===== config.mk =====
export PLATFORM = sky130hd
export DESIGN_NAME = geometric_rank_load_balancer
export DESIGN_NICKNAME = d
export VERILOG_FILES = /design/src/design/grlb_pkg.sv /design/src/design/geometric_rank_load_balancer.sv /design/src/design/grlb_counter.sv
export SDC_FILE = /design/constraint.sdc
export NUM_CORES = 1
export LEC_CHECK = 0
export BUFFER_PORTS_ARGS = -buffer_cell sky130_fd_sc_hd__buf_2
export CELL_PAD_IN_SITES_DETAIL_PLACEMENT = 1
export CELL_PAD_IN_SITES_GLOBAL_PLACEMENT = 2
export CORE_ASPECT_RATIO = 1.4
export CORE_MARGIN = 5
export CORE_UTILIZATION = 40
export DETAILED_ROUTE_END_ITERATION = 12
export GPL_ROUTABILITY_DRIVEN = 0
export GPL_TIMING_DRIVEN = 0
export PLACE_DENSITY_LB_ADDON = 0.1
export SYNTH_ARGS = -nofsm -noshare
export SYNTH_HDL_FRONTEND = slang
export SYNTH_SLANG_ARGS = --single-unit

===== constraint.sdc =====
create_clock -name clk -period 3 [get_ports clk]
set_clock_uncertainty 0.05 [all_clocks]
set_input_delay 0.3 -clock clk [delete_from_list [all_inputs] [get_ports clk]]
set_output_delay 0.3 -clock clk [all_outputs]
set_load 0.01 [all_outputs]

===== src/design/grlb_pkg.sv =====
// Package with the shared constants, codes and word types of the rank load balancer.
`timescale 1ns / 1ps
`default_nettype none

package grlb_pkg;

	localparam int NUM_SERVERS = 2;
	localparam int NUM_DIGITS = NUM_SERVERS - 1;
	localparam int IDX_W = (NUM_SERVERS > 1) ? $clog2(NUM_SERVERS) : 1;
	localparam int SRV_W = 4;
	localparam int RANK_W = 4;
	localparam int DIGIT_W = 4;
	localparam int LOAD_W = 16;
	localparam int RATIO_W = 5;

	localparam logic [RATIO_W-1:0] RATIO_MIN = 5'd2;
	localparam logic [RATIO_W-1:0] RATIO_MAX = 5'd16;
	localparam logic [RATIO_W-1:0] RATIO_RESET = 5'd4;

	localparam logic OP_REQUEST = 1'b0;
	localparam logic OP_REPLY = 1'b1;

	typedef struct packed {
		logic op;
		logic reply_ok;
		logic [LOAD_W-1:0] reported_load;
	} in_word_t;

	typedef struct packed {
		logic [SRV_W-1:0] chosen_server;
		logic found;
		logic [RANK_W-1:0] rank_used;
	} out_word_t;

endpackage

`default_nettype wire


===== src/design/geometric_rank_load_balancer.sv =====
// Top level of the geometric rank load balancer: server choice and load bookkeeping.
// Usage:
// A command word is taken at a rising edge where start is high and busy is low.
// Busy stays low, so one word can be given in every cycle.
// A request word (op low) always yields one result word; a reply word (op high)
// yields none and returns the pending server with its reported load if reply_ok.
// The command is registered at acceptance, processed in the following cycle, and
// its result is registered in result_q together with done, which is high for exactly one cycle;
// the receiver cannot stall and must take it then.
// Throughput is one word per cycle; the rank selection is a set of parallel load
// comparators over all servers between the command register and result register.
// The ratio register is written through cfg_valid/cfg_ready/cfg_data; cfg_ready
// is always high and writes are expected only while the block is idle.
// Asynchronous reset (arst_n low) sets ratio to 4, all servers present with zero
// load, the request count to zero, and clears the pending server.
`timescale 1ns / 1ps
`default_nettype none

module geometric_rank_load_balancer (
	input wire logic clk,
	input wire logic arst_n,
	input wire logic start,
	output logic busy,
	input wire grlb_pkg::in_word_t cmd,
	output logic done,
	output grlb_pkg::out_word_t result,
	input wire logic cfg_valid,
	output logic cfg_ready,
	input wire logic [grlb_pkg::RATIO_W-1:0] cfg_data
);

	logic [grlb_pkg::RATIO_W-1:0] ratio_q;
	logic [grlb_pkg::RATIO_W-1:0] ratio_eff;
	logic valid_s1;
	grlb_pkg::in_word_t cmd_s1;
	logic [grlb_pkg::LOAD_W-1:0] load_q [grlb_pkg::NUM_SERVERS];
	logic [grlb_pkg::NUM_SERVERS-1:0] present_q;
	logic [grlb_pkg::SRV_W-1:0] pending_q;
	logic pending_valid_q;
	logic done_q;
	grlb_pkg::out_word_t result_q;
	logic is_req;
	logic is_reply;
	logic [grlb_pkg::RANK_W-1:0] rank;
	logic sel_found;
	logic [grlb_pkg::IDX_W-1:0] sel_idx;
	logic pend_in_range;
	logic [grlb_pkg::IDX_W-1:0] pend_idx;

	assign busy = 1'b0;
	assign cfg_ready = 1'b1;
	assign done = done_q;
	assign result = result_q;

	assign ratio_eff = (ratio_q < grlb_pkg::RATIO_MIN) ? grlb_pkg::RATIO_MIN :
		(ratio_q > grlb_pkg::RATIO_MAX) ? grlb_pkg::RATIO_MAX : ratio_q;

	assign is_req = valid_s1 && (cmd_s1.op == grlb_pkg::OP_REQUEST);
	assign is_reply = valid_s1 && (cmd_s1.op == grlb_pkg::OP_REPLY);
	assign pend_in_range = ({1'b0, pending_q} < 5'(grlb_pkg::NUM_SERVERS));
	assign pend_idx = pending_q[grlb_pkg::IDX_W-1:0];

	grlb_counter u_counter (
		.clk(clk),
		.arst_n(arst_n),
		.bump(is_req),
		.ratio_eff(ratio_eff),
		.rank(rank)
	);

	// Each present server counts the present servers ahead of it in load order.
	always_comb begin
		logic [grlb_pkg::RANK_W-1:0] pos;
		sel_found = 1'b0;
		sel_idx = '0;
		for (int s = 0; s < grlb_pkg::NUM_SERVERS; s++) begin
			pos = '0;
			for (int t = 0; t < grlb_pkg::NUM_SERVERS; t++) begin
				if (t != s && present_q[t] && (load_q[t] < load_q[s] ||
					(load_q[t] == load_q[s] && t < s))) begin
					pos = pos + grlb_pkg::RANK_W'(1);
				end
			end
			if (!sel_found && present_q[s] && pos == rank) begin
				sel_found = 1'b1;
				sel_idx = grlb_pkg::IDX_W'(s);
			end
		end
	end

	always_ff @(posedge clk or negedge arst_n) begin
		if (!arst_n) begin
			ratio_q <= grlb_pkg::RATIO_RESET;
		end else if (cfg_valid && cfg_ready) begin
			ratio_q <= cfg_data;
		end
	end

	always_ff @(posedge clk or negedge arst_n) begin
		if (!arst_n) begin
			valid_s1 <= 1'b0;
			done_q <= 1'b0;
		end else begin
			valid_s1 <= start && !busy;
			done_q <= is_req;
		end
	end

	always_ff @(posedge clk) begin
		if (start && !busy) begin
			cmd_s1 <= cmd;
		end
		if (is_req) begin
			result_q.chosen_server <= sel_found ? grlb_pkg::SRV_W'(sel_idx) : '0;
			result_q.found <= sel_found;
			result_q.rank_used <= rank;
		end
	end

	always_ff @(posedge clk or negedge arst_n) begin
		if (!arst_n) begin
			for (int s = 0; s < grlb_pkg::NUM_SERVERS; s++) begin
				load_q[s] <= '0;
			end
			present_q <= '1;
			pending_q <= '0;
			pending_valid_q <= 1'b0;
		end else if (is_reply) begin
			if (pending_valid_q && cmd_s1.reply_ok && pend_in_range) begin
				load_q[pend_idx] <= cmd_s1.reported_load;
				present_q[pend_idx] <= 1'b1;
			end
			pending_valid_q <= 1'b0;
		end else if (is_req && sel_found) begin
			present_q[sel_idx] <= 1'b0;
			pending_q <= grlb_pkg::SRV_W'(sel_idx);
			pending_valid_q <= 1'b1;
		end
	end

	// A result word appears only for a request processed in the previous cycle.
	a_done_from_request: assert property (@(posedge clk) disable iff (!arst_n)
		done |-> $past(is_req))
		else $error("result word without a request");

	// A chosen server has been taken out of the present set.
	a_chosen_absent: assert property (@(posedge clk) disable iff (!arst_n)
		done && result.found |-> !present_q[result.chosen_server[grlb_pkg::IDX_W-1:0]])
		else $error("chosen server still present");

	// The pending server is never in the present set.
	a_pending_absent: assert property (@(posedge clk) disable iff (!arst_n)
		pending_valid_q |-> !present_q[pend_idx])
		else $error("pending server marked present");

	// A request that found no server reports server zero.
	a_not_found_zero: assert property (@(posedge clk) disable iff (!arst_n)
		done && !result.found |-> result.chosen_server == '0)
		else $error("nonzero server without a match");

endmodule

`default_nettype wire


===== src/design/grlb_counter.sv =====
// Request counter held as base-ratio digits; gives the rank after each increment.
`timescale 1ns / 1ps
`default_nettype none

module grlb_counter (
	input wire logic clk,
	input wire logic arst_n,
	input wire logic bump,
	input wire logic [grlb_pkg::RATIO_W-1:0] ratio_eff,
	output logic [grlb_pkg::RANK_W-1:0] rank
);

	logic [grlb_pkg::DIGIT_W-1:0] digit_q [grlb_pkg::NUM_DIGITS];
	logic [grlb_pkg::DIGIT_W-1:0] digit_nx [grlb_pkg::NUM_DIGITS];
	logic [grlb_pkg::NUM_DIGITS:0] carry;
	logic [grlb_pkg::NUM_DIGITS-1:0] wrap;

	always_comb begin
		logic stop;
		carry[0] = 1'b1;
		for (int d = 0; d < grlb_pkg::NUM_DIGITS; d++) begin
			wrap[d] = (({1'b0, digit_q[d]} + 5'd1) >= ratio_eff);
			carry[d+1] = carry[d] & wrap[d];
			if (!carry[d]) begin
				digit_nx[d] = digit_q[d];
			end else if (wrap[d]) begin
				digit_nx[d] = '0;
			end else begin
				digit_nx[d] = digit_q[d] + grlb_pkg::DIGIT_W'(1);
			end
		end
		stop = 1'b0;
		rank = '0;
		for (int d = 0; d < grlb_pkg::NUM_DIGITS; d++) begin
			if (!stop && digit_nx[d] == '0) begin
				rank = rank + grlb_pkg::RANK_W'(1);
			end else begin
				stop = 1'b1;
			end
		end
	end

	always_ff @(posedge clk or negedge arst_n) begin
		if (!arst_n) begin
			for (int d = 0; d < grlb_pkg::NUM_DIGITS; d++) begin
				digit_q[d] <= '0;
			end
		end else if (bump) begin
			for (int d = 0; d < grlb_pkg::NUM_DIGITS; d++) begin
				digit_q[d] <= digit_nx[d];
			end
		end
	end

endmodule

`default_nettype wire


==> results.cfg, run 1 <==
[logic_synthesis]
synth-main-ff-cell = dfrtp_1
yosysTopAreaCellShare_pct = 35.6
ys_seq_area_share_pct = 58.6
ys_top_cells_by_area = dfrtp_1 (36%), edfxtp_1 (20%), mux2_2 (13%)
yosys-top-cells-count = dfrtp_1 (44), mux2_2 (36), ha_1 (22)
synth_warnings = 0
syn_inst = 233
async_reset_ff_share_pct = 69.1
synth_edf_count = 21
yosys.area.top_type = dfrtp_1
synth_seq_cells = 68
syn_avg_cell_area_um2 = 13.3
synth.most_common_cell = dfrtp_1
netlist_area_um2 = 3090
ys_types = 40

[timing]
maxSlewViolCount = 0
finalSetupViolCount = 0
hold_viol = 0
slew_headroom_pct = 27.1
period_needed_ns = 2.63
fin_crit_sh_pct = 87.6
tightest_slew_ns = 1.09
holdWs_ns = 0.0796
setup_tns_ns = 0
rsz0062_at_grt = no
fmax_mhz = 381
final.setup.worst_slack_ns = 0.373

[global_route]
grt_pass1_wl_mm = 9.77
grt-ovfl-total = 0
grt_pass1_vias = 2136
antenna_found_initial = 0
grt_max_degree = 48
grtUsageTotal_pct = 13.2

[route]
avgViaCountPerCell = 4.87
routedWlPerCell_um = 14.1
drt_first_pass_iters = 4
ant_nets = 0
wirelength_mm = 5.45
via_count = 1875
route.detailed.drc = 0
drt_first_iter_violations = 40

[clocking]
root_buffer = clkbuf_8
clkTransAtPathRegs_ns = 0.07
htreeDepth = 3
postCtsHoldBufs = 0
cts_resized = 0
clock_latency_ns = 0.34
cts_tree = done
cts_buffers = 9
cts.sinks = 68
cts_setup_buffers = 0
cts_buffer_depth = 2

[power]
p_leak_uw = 0.00170
seq_power_share_pct = 51.3
p_per_area_nw_per_um2 = 582
p_comb_share_pct = 13.8
swShare_pct = 24.9
power_frac_clock_pct = 34.9
internal_power_uw = 1560
ir_worst_vdd_mv = 0.308
switchingPower_uw = 519

[final_layout]
utilization_pct = 46.7
area_growth_pct = 15.7
drive_gt1_share_pct = 33.3
antennaDiodeCount = 0
fin_nets = 329
fillers = 831

[critical_path]
start_kind = register
end_kind = register
critPathMaxFanout = 6
critical-path-max-stage-delay_ns = 0.43
r2r_start = u_counter.digit_q[0]$_DFFE_PN0P_
cp_top_family = adder cells
reg2reg_setup_slack_ns = 0.37
critPathArrivalTime_ns = 2.81
reg2regPathDepth = 10
slowest_stage = dfrtp_1
criticalPathCategory = register to register
cp_num_buf_inv = 0
critical_path.cell_chain = ha_1 > xor2_1 > ha_1 > o211ai_1 > o21ai_0 > a21o_1 > nor2_1 > maj3_1 > and2_1 > a21o_1
reg2reg_to = pending_valid_q$_DFFE_PN0P_
crit_required_ns = 3.19

[floorplanning]
core-area_um2 = 7650
die_x_um = 84.3
die_area_um2 = 9610
num_io_pins = 39
die_h_um = 114
start_util_pct = 40.4
num_rows = 38

[job]
cap_violations = 0

[min_path]
hold_depth = 1
hold_path_class = input pin to register
worstHoldStart = cmd[10]
holdPathEnd = cmd_s1[10]$_DFFE_PP_

[placement]
hpwl_mm = 4.00
port_buffers = 30
place_ws_ns = 0.292

[outcome]
status = finished clean
-- metrics by stage --
| step | cell area [um^2] | instances | total power [uW] |
|---|---|---|---|
| after floorplan | 3110 | 239 | 1280 |
| after global placement | 3390 | 369 | 1380 |
| after detailed placement | 3390 | 369 | 1380 |
| after CTS | 3580 | 385 | 2130 |
| after global routing | 3580 | 385 | 2220 |
| final | 3580 | 385 | 2080 |
-- routing by layer --
| metal | share of wire (%) | GRT usage [%] |
|---|---|---|
| met5 | 0 | 0 |
| met4 | 2.1 | 5.79 |
| met3 | 4.3 | 4.84 |
| met2 | 54 | 23.1 |
| met1 | 40 | 14.0 |
-- flip-flops by register name, indices dropped and copies added (netlist names) --
signal             flops
done                   1
pending_valid_q        1
valid_s1               1
pending_q              1
u_counter.digit_q      4
present_q              2
load_q                32
cmd_s1                18
ratio_q                5
result                 3
-- cells by family (layout without fill, tap and decap cells) --
group                      after synthesis  count (layout)  share of synthesized area, %
AOI/OAI and AO/OA                       30              30                          6.11
adders and majority gates               23              23                          9.23
buffers and inverters                   32              78                          4.86
other                                    2               8                         0.243
muxes                                   37              37                          13.4
xor gates and xnor gates                 3               3                         0.850
and+or+nand+nor                         38              38                          6.68
DFF                                     68              68                          58.6
-- cell usage in the layout, fill, tap and decap left out, types with 9 or more instances in the layout --
master,netlist,layout
dfrtp_1,44,44
mux2_2,36,36
buf_2,0,30
ha_1,22,22
edfxtp_1,21,21
inv_1,20,20
nand2_1,13,13
clkbuf_8,0,10
o21ai_0,9,9
-- power by group through the flow --
stage	clock [uW]	combinational, uW	sequential [uW]
after floorplan	0	202	1080
after global placement	0	291	1090
after detailed placement	0	296	1090
after CTS	760	301	1070
after global routing	798	342	1080
final	727	288	1070
-- cell type report --
cell class	instances	area, um^2	area share [%]
clock inverter	2	35.0	0.980
clock buffer	14	153	4.27
timing repair buffer	30	150	4.20
sequential	68	1810	50.6
multi-input combinational	139	1150	32.2
buffer	11	71.3	1.99
inverter	21	78.8	2.20
tap	100	125	3.50
-- how the worst max path moves through the flow --
stage	from	to	slack, ns	depth (start not counted)
floorplan	u_counter.digit_q[0]$_DFFE_PN0P_	pending_valid_q$_DFFE_PN0P_	0.60	10
global placement	u_counter.digit_q[0]$_DFFE_PN0P_	pending_valid_q$_DFFE_PN0P_	0.32	10
detailed placement	u_counter.digit_q[0]$_DFFE_PN0P_	pending_q[0]$_DFFE_PN0P_	0.29	10
CTS	u_counter.digit_q[0]$_DFFE_PN0P_	pending_q[0]$_DFFE_PN0P_	0.30	10
global route	u_counter.digit_q[2]$_DFFE_PN0P_	pending_q[0]$_DFFE_PN0P_	0.09	10
finish	u_counter.digit_q[0]$_DFFE_PN0P_	pending_valid_q$_DFFE_PN0P_	0.37	10
No activity file was read; power rests on OpenSTA's default activity.
==> run 2, diff against run 1 <==
Settings changed: CORE_UTILIZATION 40 to 43.
Clock period 3 ns to 3.2 ns, I/O delays scaled along.
==> run 2 against run 1 <==
Total power decreased by 4.9%. First-iteration DRC count increased by 7.5%. Fmax shrank 1.0%. Critical endpoint unchanged.
==> results.cfg, run 2 (synthesis results as in run 1) <==
[outcome]
status = finished clean

[route]
drt_first_pass_iters = 3
via_count = 1861
routedWlPerCell_um = 14.2
ant_nets = 0
route.detailed.drc = 0
avgViaCountPerCell = 4.90
wirelength_mm = 5.40
drt_first_iter_violations = 43

[final_layout]
area_growth_pct = 15.8
drive_gt1_share_pct = 33.3
largest_registers = load_q (32), cmd_s1 (18), ratio_q (5)
largest_register_ffs = 32
utilization_pct = 51.3
layout_commonest_cell = dfrtp_1
multi_input_area_um2 = 1150
antennaDiodeCount = 0
layout_common_cells = dfrtp_1 (44), mux2_2 (36), buf_2 (30)
seqCellArea_um2 = 1810
fillers = 750
fin_nets = 329
top_register = load_q
finalNonFillerCells = 380

[critical_path]
crit_required_ns = 3.39
start_kind = register
end_kind = register
criticalPathCategory = register to register
reg2reg_setup_slack_ns = 0.55
reg2regPathDepth = 10
critPathMaxFanout = 6
critPathArrivalTime_ns = 2.85

[placement]
dp.cells = 364
port_buffers = 30
place_ws_ns = 0.526
hpwl_mm = 3.96

[clocking]
root_buffer = clkbuf_8
cts_buffer_depth = 2
cts_setup_buffers = 0
clkTransAtPathRegs_ns = 0.07
clock_latency_ns = 0.35
cts_buffers = 9
postCtsHoldBufs = 0
htreeDepth = 3
cts_resized = 0
cts.sinks = 68
cts_tree = done

[global_route]
antenna_found_initial = 0
grt_pass1_vias = 2044
grtUsageTotal_pct = 14.5
grt_max_degree = 48
grt-ovfl-total = 0
grt_pass1_wl_mm = 9.47

[floorplanning]
num_rows = 36
die_h_um = 110
core-area_um2 = 6980
die_area_um2 = 9010
num_io_pins = 39
die_x_um = 81.7
start_util_pct = 44.3

[min_path]
hold_depth = 1
hold_path_class = input pin to register

[power]
ir_worst_vdd_mv = 0.352
p_total_uw = 1980
p_per_area_nw_per_um2 = 553
p_leak_uw = 0.00170

[timing]
setup_tns_ns = 0
fin_crit_sh_pct = 82.9
tightest_slew_ns = 1.06
period_needed_ns = 2.65
hold_viol = 0
finalSetupViolCount = 0
slew_headroom_pct = 29.4
maxSlewViolCount = 0
fmax_mhz = 377
final.setup.worst_slack_ns = 0.546
rsz0062_at_grt = no

[job]
cap_violations = 0
[run 2: cell counts in the layout (fill, tap and decap cells not counted)]
No cell type changed its count.
[run 2: per-stage QoR]
| step | hold slack (ns) | area [um^2] |
|---|---|---|
| 2_1_floorplan | -0.0256 | 3110 |
| 3_3_place_gp | 0.408 | 3380 |
| 3_5_place_dp | 0.413 | 3380 |
| 4_1_cts | 0.0633 | 3580 |
| 5_1_grt | 0.0630 | 3580 |
| 6_report | 0.0899 | 3580 |
[run 2: cell type report]
type / instances / area share (%)
Sequential cell: 68 / 50.6
Multi-Input combinational cell: 139 / 32.2
Clock buffer: 14 / 4.55
Timing Repair Buffer: 30 / 4.20
Tap cell: 95 / 3.32
Inverter: 21 / 2.20
Buffer: 11 / 1.99
Clock inverter: 2 / 0.944
[run 2: worst paths after layout]
kind | from | endpoint
setup reg to reg | u_counter.digit_q[0]$_DFFE_PN0P_ | pending_valid_q$_DFFE_PN0P_
max in group asynchronous | arst_n | load_q[12]$_DFFE_PN0P_
hold reg to reg | pending_valid_q$_DFFE_PN0P_ | pending_valid_q$_DFFE_PN0P_
hold / removal | cmd[3] | cmd_s1[3]$_DFFE_PP_
min in group asynchronous | arst_n | done$_DFF_PN0_
setup / recovery | u_counter.digit_q[0]$_DFFE_PN0P_ | pending_valid_q$_DFFE_PN0P_
[run 2: power breakdown]
part           leakage, uW  total, uW  switching, uW  internal [uW]
clock            0.0000983        708            307            401
combinational     0.000775        269            143            127
sequential        0.000832       1000           44.7            957
[run 2: layer usage]
layer  part of all wire, %  track usage, %  vias up
li1                      -               -      897
met4                   2.7            8.55        0
met2                    53            24.5       31
met5                     0               0        -
met1                    40            15.6      922
met3                   4.1            4.88       11
[run 2: critical path: stages (launching register included)]
cell and delay (ns):
dfrtp_1 0.43, ha_1 0.30, xor2_1 0.19, ha_1 0.29, o211ai_1 0.08, o21ai_0 0.17
a21o_1 0.19, nor2_1 0.09, maj3_1 0.37, and2_1 0.23, a21o_1 0.17
==> run 3, diff against run 2 <==
Settings changed: CORE_UTILIZATION 43 to 40.
Clock period 3.2 ns to 2.7 ns, I/O delays scaled along.
==> run 3 against run 2 <==
Core utilization decreased by 4.3 points. Total power increased by 18%. Highest routed layer unchanged. Critical endpoint unchanged. Global-route usage decreased by 1.4 points. Clock power increased by 14%. Fmax increased by 5.7%. Setup slack got worse by 0.36 ns. Wire length increased by 0.98%. Final cell count increased by 1.6%.
==> results.cfg, run 3 (synthesis results as in run 1) <==
[timing]
hold_viol = 0
fmax_mhz = 398
setup_tns_ns = 0
fin_crit_sh_pct = 93.0
slew_headroom_pct = 27.3
maxSlewViolCount = 0
finalSetupViolCount = 0
tightest_slew_ns = 1.09
holdWs_ns = 0.0492
period_needed_ns = 2.51

[min_path]
worstHoldStart = cmd[10]
hold_depth = 1
hold_path_class = input pin to register
holdPathEnd = cmd_s1[10]$_DFFE_PP_

[final_layout]
largest_register_ffs = 32
largest_registers = load_q (32), cmd_s1 (18), ratio_q (5)
antennaDiodeCount = 0
drive_gt1_share_pct = 35.0
area_growth_pct = 16.4
multi_input_area_um2 = 1170
fillers = 826
seqCellArea_um2 = 1810
fin_nets = 330
layout_common_cells = dfrtp_1 (44), mux2_2 (36), buf_2 (30)
layout_commonest_cell = dfrtp_1
top_register = load_q

[global_route]
grt_util_met3_pct = 4.84
grt_pass1_wl_mm = 9.77
top_usage_layer = met2
grt-ovfl-total = 0
grtUsageTotal_pct = 13.2
antenna_found_initial = 0
grt_pass1_vias = 2136
grt_max_degree = 48
use_met2_pct = 23.1
grt_use_met1_pct = 14.0

[placement]
hpwl_mm = 4.00
port_buffers = 30

[route]
drt_first_pass_iters = 4
via_count = 1878
wirelength_mm = 5.45
drt_first_iter_violations = 48
avgViaCountPerCell = 4.87
ant_nets = 0
route.detailed.drc = 0
routedWlPerCell_um = 14.1

[critical_path]
worst_path_most_repeated_cell = a21o_1
slowest_stage = dfrtp_1
critPathArrivalTime_ns = 2.70
cp_top_family = adder cells
end_kind = register
reg2regPathDepth = 10
start_kind = register
crit_required_ns = 2.89
r2r_start = u_counter.digit_q[0]$_DFFE_PN0P_
cp_num_buf_inv = 0
critical-path-max-stage-delay_ns = 0.43
critPathMaxFanout = 6
criticalPathCategory = register to register
critical_path.cell_chain = ha_2 > xor2_1 > ha_1 > o211ai_1 > o21ai_1 > a21o_1 > nor2_2 > maj3_1 > and2_2 > a21o_1
reg2reg_setup_slack_ns = 0.19
reg2reg_to = pending_valid_q$_DFFE_PN0P_
cp_num_cells = 10

[clocking]
root_buffer = clkbuf_8
cts_buffer_depth = 2
htreeDepth = 3
cts_tree = done
clock_latency_ns = 0.34
cts_buffers = 9
cts.sinks = 68
clkTransAtPathRegs_ns = 0.07
postCtsHoldBufs = 0

[power]
p_total_uw = 2340
ir_worst_vdd_mv = 0.344
p_leak_uw = 0.00171
p_per_area_nw_per_um2 = 651

[floorplanning]
die_h_um = 114
num_rows = 38
num_io_pins = 39
start_util_pct = 40.4
die_area_um2 = 9610
die_x_um = 84.3
core-area_um2 = 7650

[job]
cap_violations = 0

[outcome]
status = finished clean
==> run 3: changes by cell type in the layout (fill, tap and decap cells not counted), sizes merged <==
cell,before,now
buf,38,39
==> run 3: per-layer routing <==
metal / wire length, um / up-vias
met2: 2950 / 33
met4: 115 / 0
met1: 2150 / 934
li1: - / 902
met3: 241 / 9
met5: 0 / -
==> run 3: timing repair <==
item,4_1_cts,5_1_grt
pin swaps,0,1
buffers inserted,0,1
resized for setup,1,4
setup endpoints to repair,1,5
==> run 3: layout make-up <==
class                      instances  area share (%)
sequential                        68            50.3
tap                              100            3.48
inverter                          21            2.19
timing repair buffer              31            4.38
buffer                            11            1.98
multi-input combinational        139            32.4
clock inverter                     2           0.974
clock buffer                      14            4.24
==> run 3: worst reg2reg max path, delay by kind of cell, from the launching register on <==
kind,cells,cell delay [ns]
AOI/OAI and AO/OA,4,0.55
xor gates and xnor gates,1,0.17
adders and majority gates,3,0.91
DFF,1,0.43
and+or+nand+nor,2,0.31
==> run 3: worst max-delay path by stage <==
| stage | startpoint | endpoint | slack (ns) |
|---|---|---|---|
| floorplan | u_counter.digit_q[0]$_DFFE_PN0P_ | pending_valid_q$_DFFE_PN0P_ | 0.30 |
| global placement | u_counter.digit_q[0]$_DFFE_PN0P_ | pending_valid_q$_DFFE_PN0P_ | 0.02 |
| detailed placement | u_counter.digit_q[0]$_DFFE_PN0P_ | pending_q[0]$_DFFE_PN0P_ | -0.008 |
| global route | u_counter.digit_q[2]$_DFFE_PN0P_ | pending_valid_q$_DFFE_PN0P_ | -0.01 |
| CTS | u_counter.digit_q[0]$_DFFE_PN0P_ | pending_valid_q$_DFFE_PN0P_ | 0.03 |
| finish | u_counter.digit_q[0]$_DFFE_PN0P_ | pending_valid_q$_DFFE_PN0P_ | 0.19 |
==> run 3: where the power goes <==
part / switching, uW / leakage [uW] / internal, uW
Combinational: 179 / 0.000788 / 170
Clock: 355 / 0.0000947 / 452
Sequential: 53.2 / 0.000832 / 1130
Total: 587 / 0.00171 / 1760
==> run 3: metrics by stage <==
stage,utilization (%),cells,worst slack [ns],cell area (um^2)
final,47.0,386,0.189,3600
after global placement,44.3,369,0.0213,3390
after detailed placement,44.3,369,-0.00776,3390
after CTS,46.7,385,0.0300,3580
after global routing,47.0,386,-0.0139,3600
after floorplan,-,239,0.300,3110
